--- config.mk ---
export PLATFORM = sky130hd
export DESIGN_NAME = case_insensitive_unique_word_counter
export DESIGN_NICKNAME = d
export VERILOG_FILES = /design/src/rtl/core/cuwc_pkg.sv /design/src/rtl/core/case_insensitive_unique_word_counter.sv /design/src/rtl/core/cuwc_ctrl.sv /design/src/rtl/core/cuwc_datapath.sv
export VERILOG_INCLUDE_DIRS = /design/src /design/src/rtl/core
export SDC_FILE = /design/constraint.sdc
export NUM_CORES = 1
export LEC_CHECK = 0
export ABC_AREA = 1
export BUFFER_PORTS_ARGS = -buffer_cell sky130_fd_sc_hd__buf_2
export CORE_MARGIN = 10
export CORE_UTILIZATION = 38
export DETAILED_ROUTE_END_ITERATION = 10
export PLACE_DENSITY = 0.57
export SLEW_MARGIN = 20
export SYNTH_ARGS = -nofsm -noshare
export SYNTH_HDL_FRONTEND = slang
export SYNTH_SLANG_ARGS = --single-unit
--- constraint.sdc ---
create_clock -name clk_i -period 4.7 [get_ports clk_i]
set_clock_uncertainty 0.1 [all_clocks]
set_input_delay 0.705 -clock clk_i [delete_from_list [all_inputs] [get_ports clk_i]]
set_output_delay 0.705 -clock clk_i [all_outputs]
set_load 0.02 [all_outputs]
--- src/rtl/core/case_insensitive_unique_word_counter_defines.svh ---
// Assertion macros shared by the word counter modules.
`ifndef CASE_INSENSITIVE_UNIQUE_WORD_COUNTER_DEFINES_SVH
`define CASE_INSENSITIVE_UNIQUE_WORD_COUNTER_DEFINES_SVH

`ifndef SYNTHESIS

// Check a property on every clock edge outside reset.
`define CUWC_ASSERT(name_, clk_, rstn_, prop_, msg_) \
  name_: assert property (@(posedge clk_) disable iff (!rstn_) prop_) else $error(msg_);

// Check a property on every clock edge, reset included.
`define CUWC_ASSERT_ALWAYS(name_, clk_, prop_, msg_) \
  name_: assert property (@(posedge clk_) prop_) else $error(msg_);

`else

`define CUWC_ASSERT(name_, clk_, rstn_, prop_, msg_)
`define CUWC_ASSERT_ALWAYS(name_, clk_, prop_, msg_)

`endif

`endif

--- src/rtl/core/cuwc_pkg.sv ---
`default_nettype none

package cuwc_pkg;

  localparam int unsigned TableEntries = 16;
  localparam int unsigned WordChars    = 8;
  localparam int unsigned WordBytes    = 8;
  localparam int unsigned WordW        = 8 * WordBytes;
  localparam int unsigned LenW         = 4;
  localparam int unsigned CountW       = 5;

  localparam logic [CountW-1:0] CountMax    = 5'd31;
  localparam logic [7:0]        CaseOffset  = 8'd32;
  localparam logic [7:0]        CharUpperA  = 8'h41;
  localparam logic [7:0]        CharUpperZ  = 8'h5A;

  typedef struct packed {
    logic [WordW-1:0] word_chars;
    logic [LenW-1:0]  word_len;
    logic             last_word;
  } req_t;

  typedef struct packed {
    logic              is_new;
    logic [CountW-1:0] distinct_count;
    logic              table_full;
    logic              list_done;
  } rsp_t;

  typedef struct packed {
    logic load;
    logic read;
    logic hit;
    logic step;
    logic resolve;
  } cmd_t;

  typedef struct packed {
    logic skip;
    logic scan_end;
    logic match;
  } sts_t;

  typedef enum logic [1:0] {
    StIdle,
    StLookup,
    StCompare,
    StResolve
  } state_e;

endpackage

`default_nettype wire

--- src/rtl/core/case_insensitive_unique_word_counter.sv ---
`default_nettype none

// Case-insensitive distinct word counter.
// Request: raise start_i with req_i (word_chars, word_len, last_word); the
// request is taken at a clock edge where start_i is high and busy_o is low.
// The word is masked to its length, folded to lower case and looked up in a
// table of up to TABLE_ENTRIES words held in a single-port memory that is
// scanned one entry at a time (read, then compare).
// Result: done_o strobes for exactly one cycle with rsp_o (is_new,
// distinct_count, table_full, list_done). The receiver cannot stall it.
// The scan stops at the entry that matches, ends after the entries filled so
// far when the word is absent, and is skipped when the word is overlong.
// busy_o stays high until the strobe cycle, so a new request can be taken
// in the cycle the strobe shows.
// A request with last_word set reports the final count and empties the table.
// Reset: the table is empty and the count is zero right after reset; no
// clearing pass is needed, a fill count marks the live entries.

module case_insensitive_unique_word_counter
  import cuwc_pkg::*;
#(
  parameter int unsigned TABLE_ENTRIES = TableEntries,
  parameter int unsigned WORD_CHARS    = WordChars
) (
  input  wire logic clk_i,
  input  wire logic rst_ni,
  input  wire logic start_i,
  output logic      busy_o,
  input  wire req_t req_i,
  output logic      done_o,
  output rsp_t      rsp_o
);

  cmd_t cmd;
  sts_t sts;

  cuwc_ctrl u_ctrl (
    .clk_i   (clk_i),
    .rst_ni  (rst_ni),
    .start_i (start_i),
    .busy_o  (busy_o),
    .sts_i   (sts),
    .cmd_o   (cmd)
  );

  cuwc_datapath #(
    .TABLE_ENTRIES (TABLE_ENTRIES),
    .WORD_CHARS    (WORD_CHARS)
  ) u_datapath (
    .clk_i  (clk_i),
    .rst_ni (rst_ni),
    .req_i  (req_i),
    .cmd_i  (cmd),
    .sts_o  (sts),
    .rsp_o  (rsp_o),
    .done_o (done_o)
  );

endmodule

`default_nettype wire

--- src/rtl/core/cuwc_ctrl.sv ---
`default_nettype none

`include "case_insensitive_unique_word_counter_defines.svh"

module cuwc_ctrl
  import cuwc_pkg::*;
(
  input  wire logic clk_i,
  input  wire logic rst_ni,
  input  wire logic start_i,
  output logic      busy_o,
  input  wire sts_t sts_i,
  output cmd_t      cmd_o
);

  state_e state_q, state_d;

  always_comb begin
    state_d = state_q;
    case (state_q)
      StIdle: begin
        if (start_i) begin
          state_d = StLookup;
        end
      end
      StLookup: begin
        if (sts_i.skip || sts_i.scan_end) begin
          state_d = StResolve;
        end else begin
          state_d = StCompare;
        end
      end
      StCompare: begin
        if (sts_i.match) begin
          state_d = StResolve;
        end else begin
          state_d = StLookup;
        end
      end
      StResolve: begin
        state_d = StIdle;
      end
      default: begin
        state_d = StIdle;
      end
    endcase
  end

  always_comb begin
    cmd_o  = '0;
    busy_o = 1'b1;
    case (state_q)
      StIdle: begin
        busy_o     = 1'b0;
        cmd_o.load = start_i;
      end
      StLookup: begin
        cmd_o.read = !(sts_i.skip || sts_i.scan_end);
      end
      StCompare: begin
        cmd_o.hit  = sts_i.match;
        cmd_o.step = !sts_i.match;
      end
      StResolve: begin
        cmd_o.resolve = 1'b1;
      end
      default: begin
        busy_o = 1'b1;
      end
    endcase
  end

  always_ff @(posedge clk_i or negedge rst_ni) begin
    if (!rst_ni) begin
      state_q <= StIdle;
    end else begin
      state_q <= state_d;
    end
  end

  `CUWC_ASSERT(a_load_to_lookup, clk_i, rst_ni, cmd_o.load |=> state_q == StLookup, "load not followed by lookup")
  `CUWC_ASSERT(a_read_to_compare, clk_i, rst_ni, cmd_o.read |=> state_q == StCompare, "read not followed by compare")
  `CUWC_ASSERT(a_resolve_single, clk_i, rst_ni, cmd_o.resolve |=> !cmd_o.resolve && !busy_o, "resolve not single cycle")

endmodule

`default_nettype wire

--- src/rtl/core/cuwc_datapath.sv ---
`default_nettype none

`include "case_insensitive_unique_word_counter_defines.svh"

module cuwc_datapath
  import cuwc_pkg::*;
#(
  parameter int unsigned TABLE_ENTRIES = TableEntries,
  parameter int unsigned WORD_CHARS    = WordChars
) (
  input  wire logic clk_i,
  input  wire logic rst_ni,
  input  wire req_t req_i,
  input  wire cmd_t cmd_i,
  output sts_t      sts_o,
  output rsp_t      rsp_o,
  output logic      done_o
);

  localparam int unsigned IdxW  = (TABLE_ENTRIES > 1) ? $clog2(TABLE_ENTRIES) : 1;
  localparam int unsigned FillW = $clog2(TABLE_ENTRIES + 1);

  function automatic logic [WordW-1:0] fold_word(logic [WordW-1:0] chars,
                                                 logic [LenW-1:0] len);
    logic [WordW-1:0] res;
    logic [7:0]       b;
    res = '0;
    for (int i = 0; i < WordBytes; i++) begin
      b = chars[8*i +: 8];
      if (LenW'(i) < len) begin
        if (b inside {[CharUpperA:CharUpperZ]}) begin
          b = b + CaseOffset;
        end
        res[8*i +: 8] = b;
      end
    end
    return res;
  endfunction

  logic [WordW-1:0]  mem_q [TABLE_ENTRIES];
  logic [WordW-1:0]  rdata_q;
  logic [WordW-1:0]  word_q;
  logic              skip_q;
  logic              last_q;
  logic              found_q;
  logic [FillW-1:0]  idx_q, idx_d;
  logic [FillW-1:0]  fill_q, fill_d;
  logic [CountW-1:0] count_q, count_d;
  rsp_t              rsp_q, rsp_d;
  logic              done_q;

  logic              is_new;
  logic              full;
  logic              ins;
  logic [FillW-1:0]  fill_upd;
  logic [CountW-1:0] count_upd;

  assign sts_o.skip     = skip_q;
  assign sts_o.scan_end = (idx_q == fill_q);
  assign sts_o.match    = (rdata_q == word_q);

  always_comb begin
    is_new    = !skip_q && !found_q;
    full      = is_new && (fill_q == FillW'(TABLE_ENTRIES));
    ins       = is_new && !full;
    fill_upd  = ins ? fill_q + FillW'(1) : fill_q;
    count_upd = (ins && (count_q != CountMax)) ? count_q + CountW'(1) : count_q;

    rsp_d.is_new         = is_new;
    rsp_d.distinct_count = count_upd;
    rsp_d.table_full     = full;
    rsp_d.list_done      = last_q;

    idx_d   = idx_q;
    fill_d  = fill_q;
    count_d = count_q;
    if (cmd_i.load) begin
      idx_d = '0;
    end else if (cmd_i.step) begin
      idx_d = idx_q + FillW'(1);
    end
    if (cmd_i.resolve) begin
      fill_d  = last_q ? '0 : fill_upd;
      count_d = last_q ? '0 : count_upd;
    end
  end

  always_ff @(posedge clk_i) begin
    if (cmd_i.resolve && ins) begin
      mem_q[fill_q[IdxW-1:0]] <= word_q;
    end
    if (cmd_i.read) begin
      rdata_q <= mem_q[idx_q[IdxW-1:0]];
    end
    if (cmd_i.load) begin
      word_q <= fold_word(req_i.word_chars, req_i.word_len);
      skip_q <= (req_i.word_len > LenW'(WORD_CHARS));
      last_q <= req_i.last_word;
    end
    if (cmd_i.resolve) begin
      rsp_q <= rsp_d;
    end
  end

  always_ff @(posedge clk_i or negedge rst_ni) begin
    if (!rst_ni) begin
      idx_q   <= '0;
      fill_q  <= '0;
      count_q <= '0;
      found_q <= 1'b0;
      done_q  <= 1'b0;
    end else begin
      idx_q   <= idx_d;
      fill_q  <= fill_d;
      count_q <= count_d;
      done_q  <= cmd_i.resolve;
      if (cmd_i.load) begin
        found_q <= 1'b0;
      end else if (cmd_i.hit) begin
        found_q <= 1'b1;
      end
    end
  end

  assign rsp_o  = rsp_q;
  assign done_o = done_q;

  `CUWC_ASSERT_ALWAYS(a_fill_bound, clk_i, fill_q <= FillW'(TABLE_ENTRIES), "fill count past table size")
  `CUWC_ASSERT(a_count_tracks_fill, clk_i, rst_ni, (32'(fill_q) < 32'(CountMax)) ? (32'(count_q) == 32'(fill_q)) : (count_q == CountMax), "count out of step with fill")
  `CUWC_ASSERT(a_full_implies_new, clk_i, rst_ni, done_q |-> (rsp_q.is_new || !rsp_q.table_full), "table_full without new word")
  `CUWC_ASSERT(a_done_after_resolve, clk_i, rst_ni, cmd_i.resolve |=> done_q, "missing strobe after resolve")

endmodule

`default_nettype wire

==> results of run 1 <==
[repair_timing]
| action | 4_1_cts | 5_1_grt |
|---|---|---|
| hold buffers | 1 | 0 |
| endpoints found under the setup margin | 0 | 0 |
| hold endpoints to repair | 19 | 0 |
[path summary, 6_finish.rpt]
| check | to | cells after the start | from |
|---|---|---|---|
| setup / recovery | u_datapath.mem_q[5][18]$_DFFE_PP_ | 8 | u_datapath.fill_q[0]$_DFFE_PN0P_ |
| hold / removal | u_datapath.last_q$_DFFE_PP_ | 1 | req_i[0] |
| setup reg to reg | u_datapath.mem_q[5][18]$_DFFE_PP_ | 8 | u_datapath.fill_q[0]$_DFFE_PN0P_ |
| hold reg to reg | u_datapath.count_q[4]$_DFFE_PN0P_ | 2 | u_datapath.count_q[4]$_DFFE_PN0P_ |
| max in group asynchronous | u_datapath.idx_q[0]$_DFFE_PN0P_ | 2 | rst_ni |
| min in group asynchronous | u_datapath.fill_q[0]$_DFFE_PN0P_ | 2 | rst_ni |
[state kept, by name (all words and copies together) (netlist names)]
| register | cells |
|---|---|
| u_datapath.mem_q | 1024 |
| u_datapath.rdata_q | 64 |
| u_datapath.word_q | 64 |
| u_datapath.rsp_o | 8 |
| u_datapath.count_q | 5 |
| u_datapath.fill_q | 5 |
| u_datapath.idx_q | 5 |
| u_ctrl.state_q | 2 |
| u_datapath.done_o | 1 |
| u_datapath.found_q | 1 |
| u_datapath.last_q | 1 |
| u_datapath.skip_q | 1 |
[critical path, stage by stage (launching register included)]
cell and delay [ns]:
dfrtp_1 0.43, inv_1 0.12, ha_1 0.24, nand3_2 0.10
nand2_2 0.10, nor2_2 0.20, nand2_1 0.28, nor2_4 0.88
buf_4 0.39
[power by group through the flow]
| stage | sequential, uW | combinational (uW) | clock [uW] |
|---|---|---|---|
| floorplan | 13300 | 4200 | 0 |
| global placement | 13600 | 5770 | 0 |
| detailed placement | 13700 | 5800 | 0 |
| CTS | 13500 | 5830 | 9250 |
| global route | 13500 | 6450 | 9690 |
| finish | 13400 | 5760 | 9080 |
[kinds of logic after synthesis]
logic type / after synthesis / share of synthesized area
xor gates and xnor gates: 22 / 0.00409
buffers and inverters: 375 / 0.0330
muxes: 108 / 0.0230
and+or+nand+nor: 1214 / 0.102
AOI/OAI and AO/OA: 573 / 0.0826
adders and majority gates: 15 / 0.00399
DFF: 1181 / 0.751
[cell usage after synthesis, types with 2 or more instances]
cell type / count / area [sq um]
nand4_1: 11 / 68.8
xor2_1: 17 / 149
buf_6: 2 / 22.5
nor2_1: 712 / 2670
dfrtp_1: 19 / 475
o21ai_0: 272 / 1360
mux2i_1: 108 / 1080
buf_1: 8 / 30.0
buf_4: 14 / 105
nor2_4: 2 / 22.5
buf_2: 61 / 305
o221ai_1: 108 / 946
inv_1: 178 / 668
o211ai_1: 22 / 165
o32ai_1: 148 / 1300
nor3_1: 23 / 115
nand2_1: 322 / 1210
o21a_1: 2 / 15.0
nand3_1: 139 / 696
edfxtp_1: 1162 / 34900
nor2_2: 2 / 12.5
xnor2_1: 5 / 43.8
nand2_2: 2 / 12.5
clkbuf_1: 110 / 413
a21oi_1: 18 / 90.1
ha_1: 15 / 188
[metrics by stage]
stage / utilization / instance area, sq um / hold WS (ns) / cells
floorplan: - / 47100 / 0.309 / 3488
global placement: 0.401 / 49500 / 0.401 / 5073
detailed placement: 0.401 / 49500 / 0.407 / 5073
CTS: 0.431 / 53200 / 0.0365 / 5289
global route: 0.431 / 53200 / 0.0600 / 5289
finish: 0.431 / 53200 / 0.0847 / 5289
[cell type report]
type                       instances  share of cell area
sequential                      1181               0.664
multi-input combinational       1932               0.193
clock buffer                     142              0.0583
tap                             1637              0.0385
timing repair buffer             144              0.0212
inverter                         180              0.0131
clock inverter                    73              0.0110
[layer usage]
metal  vias to the layer above  routed length (microns)  track usage
met2                       802                    53600        0.258
met1                     14122                    52500        0.234
li1                      12984                        -            -
met4                         2                     2240       0.0413
met3                       143                     7200       0.0284
met5                         -                       13            0
==> summary.md, run 1 <==
| Metric | Value |
|---|---|
| Outcome | finished, final reports clean |
| Reg area | 35400 sq um |
| Fmax | 315 MHz |
| Fin. Hold Viols | 0 |
| Worst min path class | in -> reg |
| Syn nets | 3575 |
| Startpoint types | flop |
| GRT Overall Usage | 0.164 |
| Worst slew pin tran | 1.07 ns |
| GP Congestion | 0.767 |
| Diode count | 0 |
| Yosys cell types | 32 |
| Worst skew pair latency | 0.70 ns |
| Synth Register Bits | 1181 |
| TritonCTS clock tree | yes |
| Sw power | 8560 uW |
| Final setup viols | 0 |
| Die Area | 138000 sq um |
| Most frequent cells in the layout | 1162 x edfxtp_1, 695 x nor2_1, 322 x nand2_1 |
| DRT Pass-1 Iters | 6 |
| Core ar. | 123000 sq um |
| Crit share post-route | 0.676 |
| Internal Power | 19700 uW |
| CTS-repair resized insts | 0 |
| Post-Syn Area | 47100 sq um |
| Drt wl/cell | 21.9 microns |
| Final #Nets | 3644 |
| Synth Area per Inst | 13.5 sq um |
| Max-slew headroom | 0.285 |
| DRC Markers | 0 |
| TritonCTS Buffers | 118 |
| Overall power | 28300 uW |
| Root Driver | clkbuf_16 |
| Crit end category | flop |
| Die width | 372 microns |
| I/O pins | 82 |
| Gr ovfl total | 0 |
| PD cells | 531 nW/um^2 |
| Combinational power share | 0.204 |
| IO Port Bufs | 81 |
| Syn-to-layout area delta | 13.1% |
| Peak VDD IR | 0.000809 V |
| Largest net degree at the start of global routing | 181 |
| Clock sinks | 1181 |
| Clock transition at the registers of the reported paths | 0.06 ns |
| Pre-CTS setup slack | 1.40 ns |
| Critical-path maximum fanout | 22 |
| EDFF count, synth | 1162 |
| Final Critical Period | 3.18 ns |
| R2R setup slack | 1.52 ns |
| RSZ-0062 raised after global routing | false |
| Most common cell after layout, fill and taps aside | edfxtp_1 |
| Vias in the first global route | 27448 |
| Die Span Y | 372 microns |
| Setup TNS | 0 ns |
| # H-tree levels | 3 |
| Clock share of power | 0.321 |
| Max-cap violations | 0 |
| Share of cells above drive strength 1 | 0.0931 |
| Async SR Flop Fraction | 0.0161 |
| Area of the multi-input gates | 10300 sq um |
| DR vias | 28053 |
| Initial antenna violation count | 2 |
| Post-Route WL | 116 mm |
| Top FF cell, synth | edfxtp_1 |
| Sequential share of power | 0.476 |
| Global-route wire length before repair | 174 mm |
| Starting Density | 0.381 |
| Cells after synthesis | 3488 |
| Seq/Total Area, Yosys | 0.751 |
| Crit path arrival time | 3.45 ns |
| Initial drt markers | 2781 |
| Mean number of vias per cell | 5.30 |
| Pins Over Slew Limit | 0 |
| Ys Warns | 0 |
| HPWL Detailed | 60.6 mm |
| Setup slack after layout | 1.52 ns |
| Row cnt | 129 |
| Fill cells | 11120 |
| Antenna Nets Post-Route | 0 |
| Leakage power | 0.0179 uW |
| Postcts setup bufs | 0 |
| Crit path required time | 4.97 ns |
| Sw Ratio | 0.303 |
| Critical path class | reg -> reg |
| Worst-case clock buffer depth | 3 |
Note: power is estimated with default switching activity, not from simulation.
==> run 2, diff against run 1 <==
PLACE_DENSITY = 0.55   (was 0.57)
clock period = 3.2 ns   (was 4.7 ns; I/O delays follow)
==> run 2 against run 1 <==
Compared with the run above: critical endpoint is now u_datapath.idx_q[1]$_DFFE_PN0P_; design area rose by 3.0%; setup slack got worse by 1.3 ns; combinational power rose by 65%; sequential share of layout area fell by 1.9 points; critical path type unchanged; highest routed layer is now met4.
==> summary.md, run 2 (synthesis gave the netlist of run 1 again) <==
| Metric | Value |
|---|---|
| Max-cap violations | 0 |
| Max-slew headroom | 0.404 |
| Most frequent cells in the layout | 1162 x edfxtp_1, 695 x nor2_1, 322 x nand2_1 |
| PD cells | 794 nW/um^2 |
| Syn-to-layout area delta | 16.4% |
| HPWL Detailed | 65.4 mm |
| Final #Nets | 3740 |
| Peak VDD IR | 0.000525 V |
| I/O pins | 82 |
| Outcome | finished, final reports clean |
| Register-to-Register Path Depth | 10 |
| Gr ovfl total | 0 |
| TritonCTS Buffers | 116 |
| Final Critical Period | 2.99 ns |
| Die Span Y | 372 microns |
| Diode count | 0 |
| Core Util, Final | 0.444 |
| Fmax | 334 MHz |
| TritonCTS clock tree | yes |
| Largest net degree at the start of global routing | 131 |
| Startpoint types | flop |
| Fin. Hold Viols | 0 |
| IO Port Bufs | 81 |
| DR vias | 28546 |
| WHS Path Cells | 3 |
| Core ar. | 123000 sq um |
| Die Area | 138000 sq um |
| Critical-path maximum fanout | 17 |
| Slowest cell on crit path | edfxtp_1 |
| Largest register FFs | 1024 |
| Row cnt | 129 |
| Hold Slack | 0.0463 ns |
| Worst skew pair latency | 0.69 ns |
| RSZ-0062 raised after global routing | false |
| CP most frequent cell | nand2_1 |
| Die width | 372 microns |
| Starting Density | 0.381 |
| Post-Route WL | 120 mm |
| Overall power | 43500 uW |
| R2R setup slack | 0.21 ns |
| Initial antenna violation count | 1 |
| CP cell instances | xor2_1 > nor2_1 > nand2_1 > nor2_1 > nand2_1 > nor2_1 > nand2_1 > nand2_1 > nand3_1 > nand2_1 |
| Initial drt markers | 2814 |
| Critical path class | reg -> reg |
| Setup TNS | 0 ns |
| Leakage power | 0.0186 uW |
| Root Driver | clkbuf_16 |
| DRC Markers | 0 |
| Drt wl/cell | 22.3 microns |
| Mean number of vias per cell | 5.29 |
| # H-tree levels | 3 |
| Crit path arrival time | 3.52 ns |
| Antenna Nets Post-Route | 0 |
| Pins Over Slew Limit | 0 |
| Clock transition at the registers of the reported paths | 0.07 ns |
| Clock sinks | 1181 |
| FF-to-FF End | u_datapath.idx_q[1]$_DFFE_PN0P_ |
| Most common cell after layout, fill and taps aside | edfxtp_1 |
| Final setup viols | 0 |
| Reg-to-reg critical path startpoint | u_datapath.word_q[61]$_SDFFCE_PN0P_ |
| Worst min path class | in -> reg |
| Beginning of the critical path | u_datapath.word_q[61]$_SDFFCE_PN0P_ |
| Global-route wire length before repair | 178 mm |
| DRT Pass-1 Iters | 7 |
| Vias in the first global route | 27351 |
| Critical Path Sink | u_datapath.idx_q[1]$_DFFE_PN0P_ |
| Crit share post-route | 0.936 |
| GRT Overall Usage | 0.169 |
| Crit end category | flop |
| Worst slew pin tran | 0.888 ns |
| Max stage delay on crit path | 0.66 ns |
| Worst-case clock buffer depth | 3 |
| GP Congestion | 0.780 |
| Fill cells | 11028 |
| Crit path required time | 3.73 ns |
| Share of cells above drive strength 1 | 0.118 |
[run 2: cell count changes in the layout (fill, tap and decap cells not counted), moves of 7 or more]
cell / delta
clkinvlp_4: +10
dlygate4sd3_1: +20
bufinv_16: +16
clkbuf_1: -7
buf_4: +50
buf_12: +28
clkinv_1: -13
[run 2: per-layer routing]
| layer | vias to the layer above | global-route usage | part of all wire |
|---|---|---|---|
| li1 | 13184 | - | - |
| met1 | 14459 | 0.246 | 0.46 |
| met5 | - | 0 | 0 |
| met4 | 0 | 0.0397 | 0.018 |
| met2 | 759 | 0.268 | 0.47 |
| met3 | 144 | 0.0243 | 0.055 |
[run 2: repair_timing]
| item | in CTS | in global routing |
|---|---|---|
| gates resized for setup | 0 | 0 |
| endpoints found under the hold margin | 39 | 0 |
| endpoints found under the setup margin | 0 | 5 |
| buffers inserted | 0 | 15 |
| hold buffers | 21 | 0 |
[run 2: worst max-delay path: cells and delay by family, from the launching register on]
kind | cells | cell delay (ns)
and+or+nand+nor | 9 | 1.90
xor gates and xnor gates | 1 | 0.26
DFF | 1 | 0.66
[run 2: worst min path at each step]
stage | slack (ns) | from | endpoint
after floorplan | 0.08 | rst_ni | u_ctrl.state_q[0]$_DFFE_PN0P_
after global placement | 0.36 | rst_ni | u_datapath.count_q[1]$_DFFE_PN0P_
after detailed placement | 0.37 | rst_ni | u_datapath.done_o$_DFF_PN0_
after CTS | 0.003 | req_i[53] | u_datapath.word_q[48]$_SDFFCE_PP0P_
after global routing | 0.03 | req_i[56] | u_datapath.word_q[51]$_SDFFCE_PP0P_
final | 0.05 | req_i[56] | u_datapath.word_q[51]$_SDFFCE_PP0P_
[run 2: where the power goes]
| group | leakage, uW | internal [uW] | switching, uW |
|---|---|---|---|
| logic | 0.00585 | 3140 | 6340 |
| registers | 0.0107 | 18600 | 706 |
| clock network | 0.00201 | 8810 | 5890 |
[run 2: metrics by stage]
| step | setup slack, ns | cell area [sq um] | std cells |
|---|---|---|---|
| 2_1_floorplan | -0.193 | 47100 | 3488 |
| 3_3_place_gp | 0.168 | 50400 | 5136 |
| 3_5_place_dp | 0.150 | 50400 | 5136 |
| 4_1_cts | 0.127 | 54700 | 5378 |
| 5_1_grt | 0.0131 | 54800 | 5393 |
| 6_report | 0.206 | 54800 | 5393 |
[run 2: final cells by class]
type | count | area, sq um | share of cell area
Sequential cell | 1181 | 35400 | 0.645
Timing Repair Buffer | 242 | 2270 | 0.0413
Multi-Input combinational cell | 1932 | 10300 | 0.188
Clock buffer | 133 | 3030 | 0.0553
Tap cell | 1637 | 2050 | 0.0374
Clock inverter | 88 | 1110 | 0.0202
Inverter | 180 | 699 | 0.0128
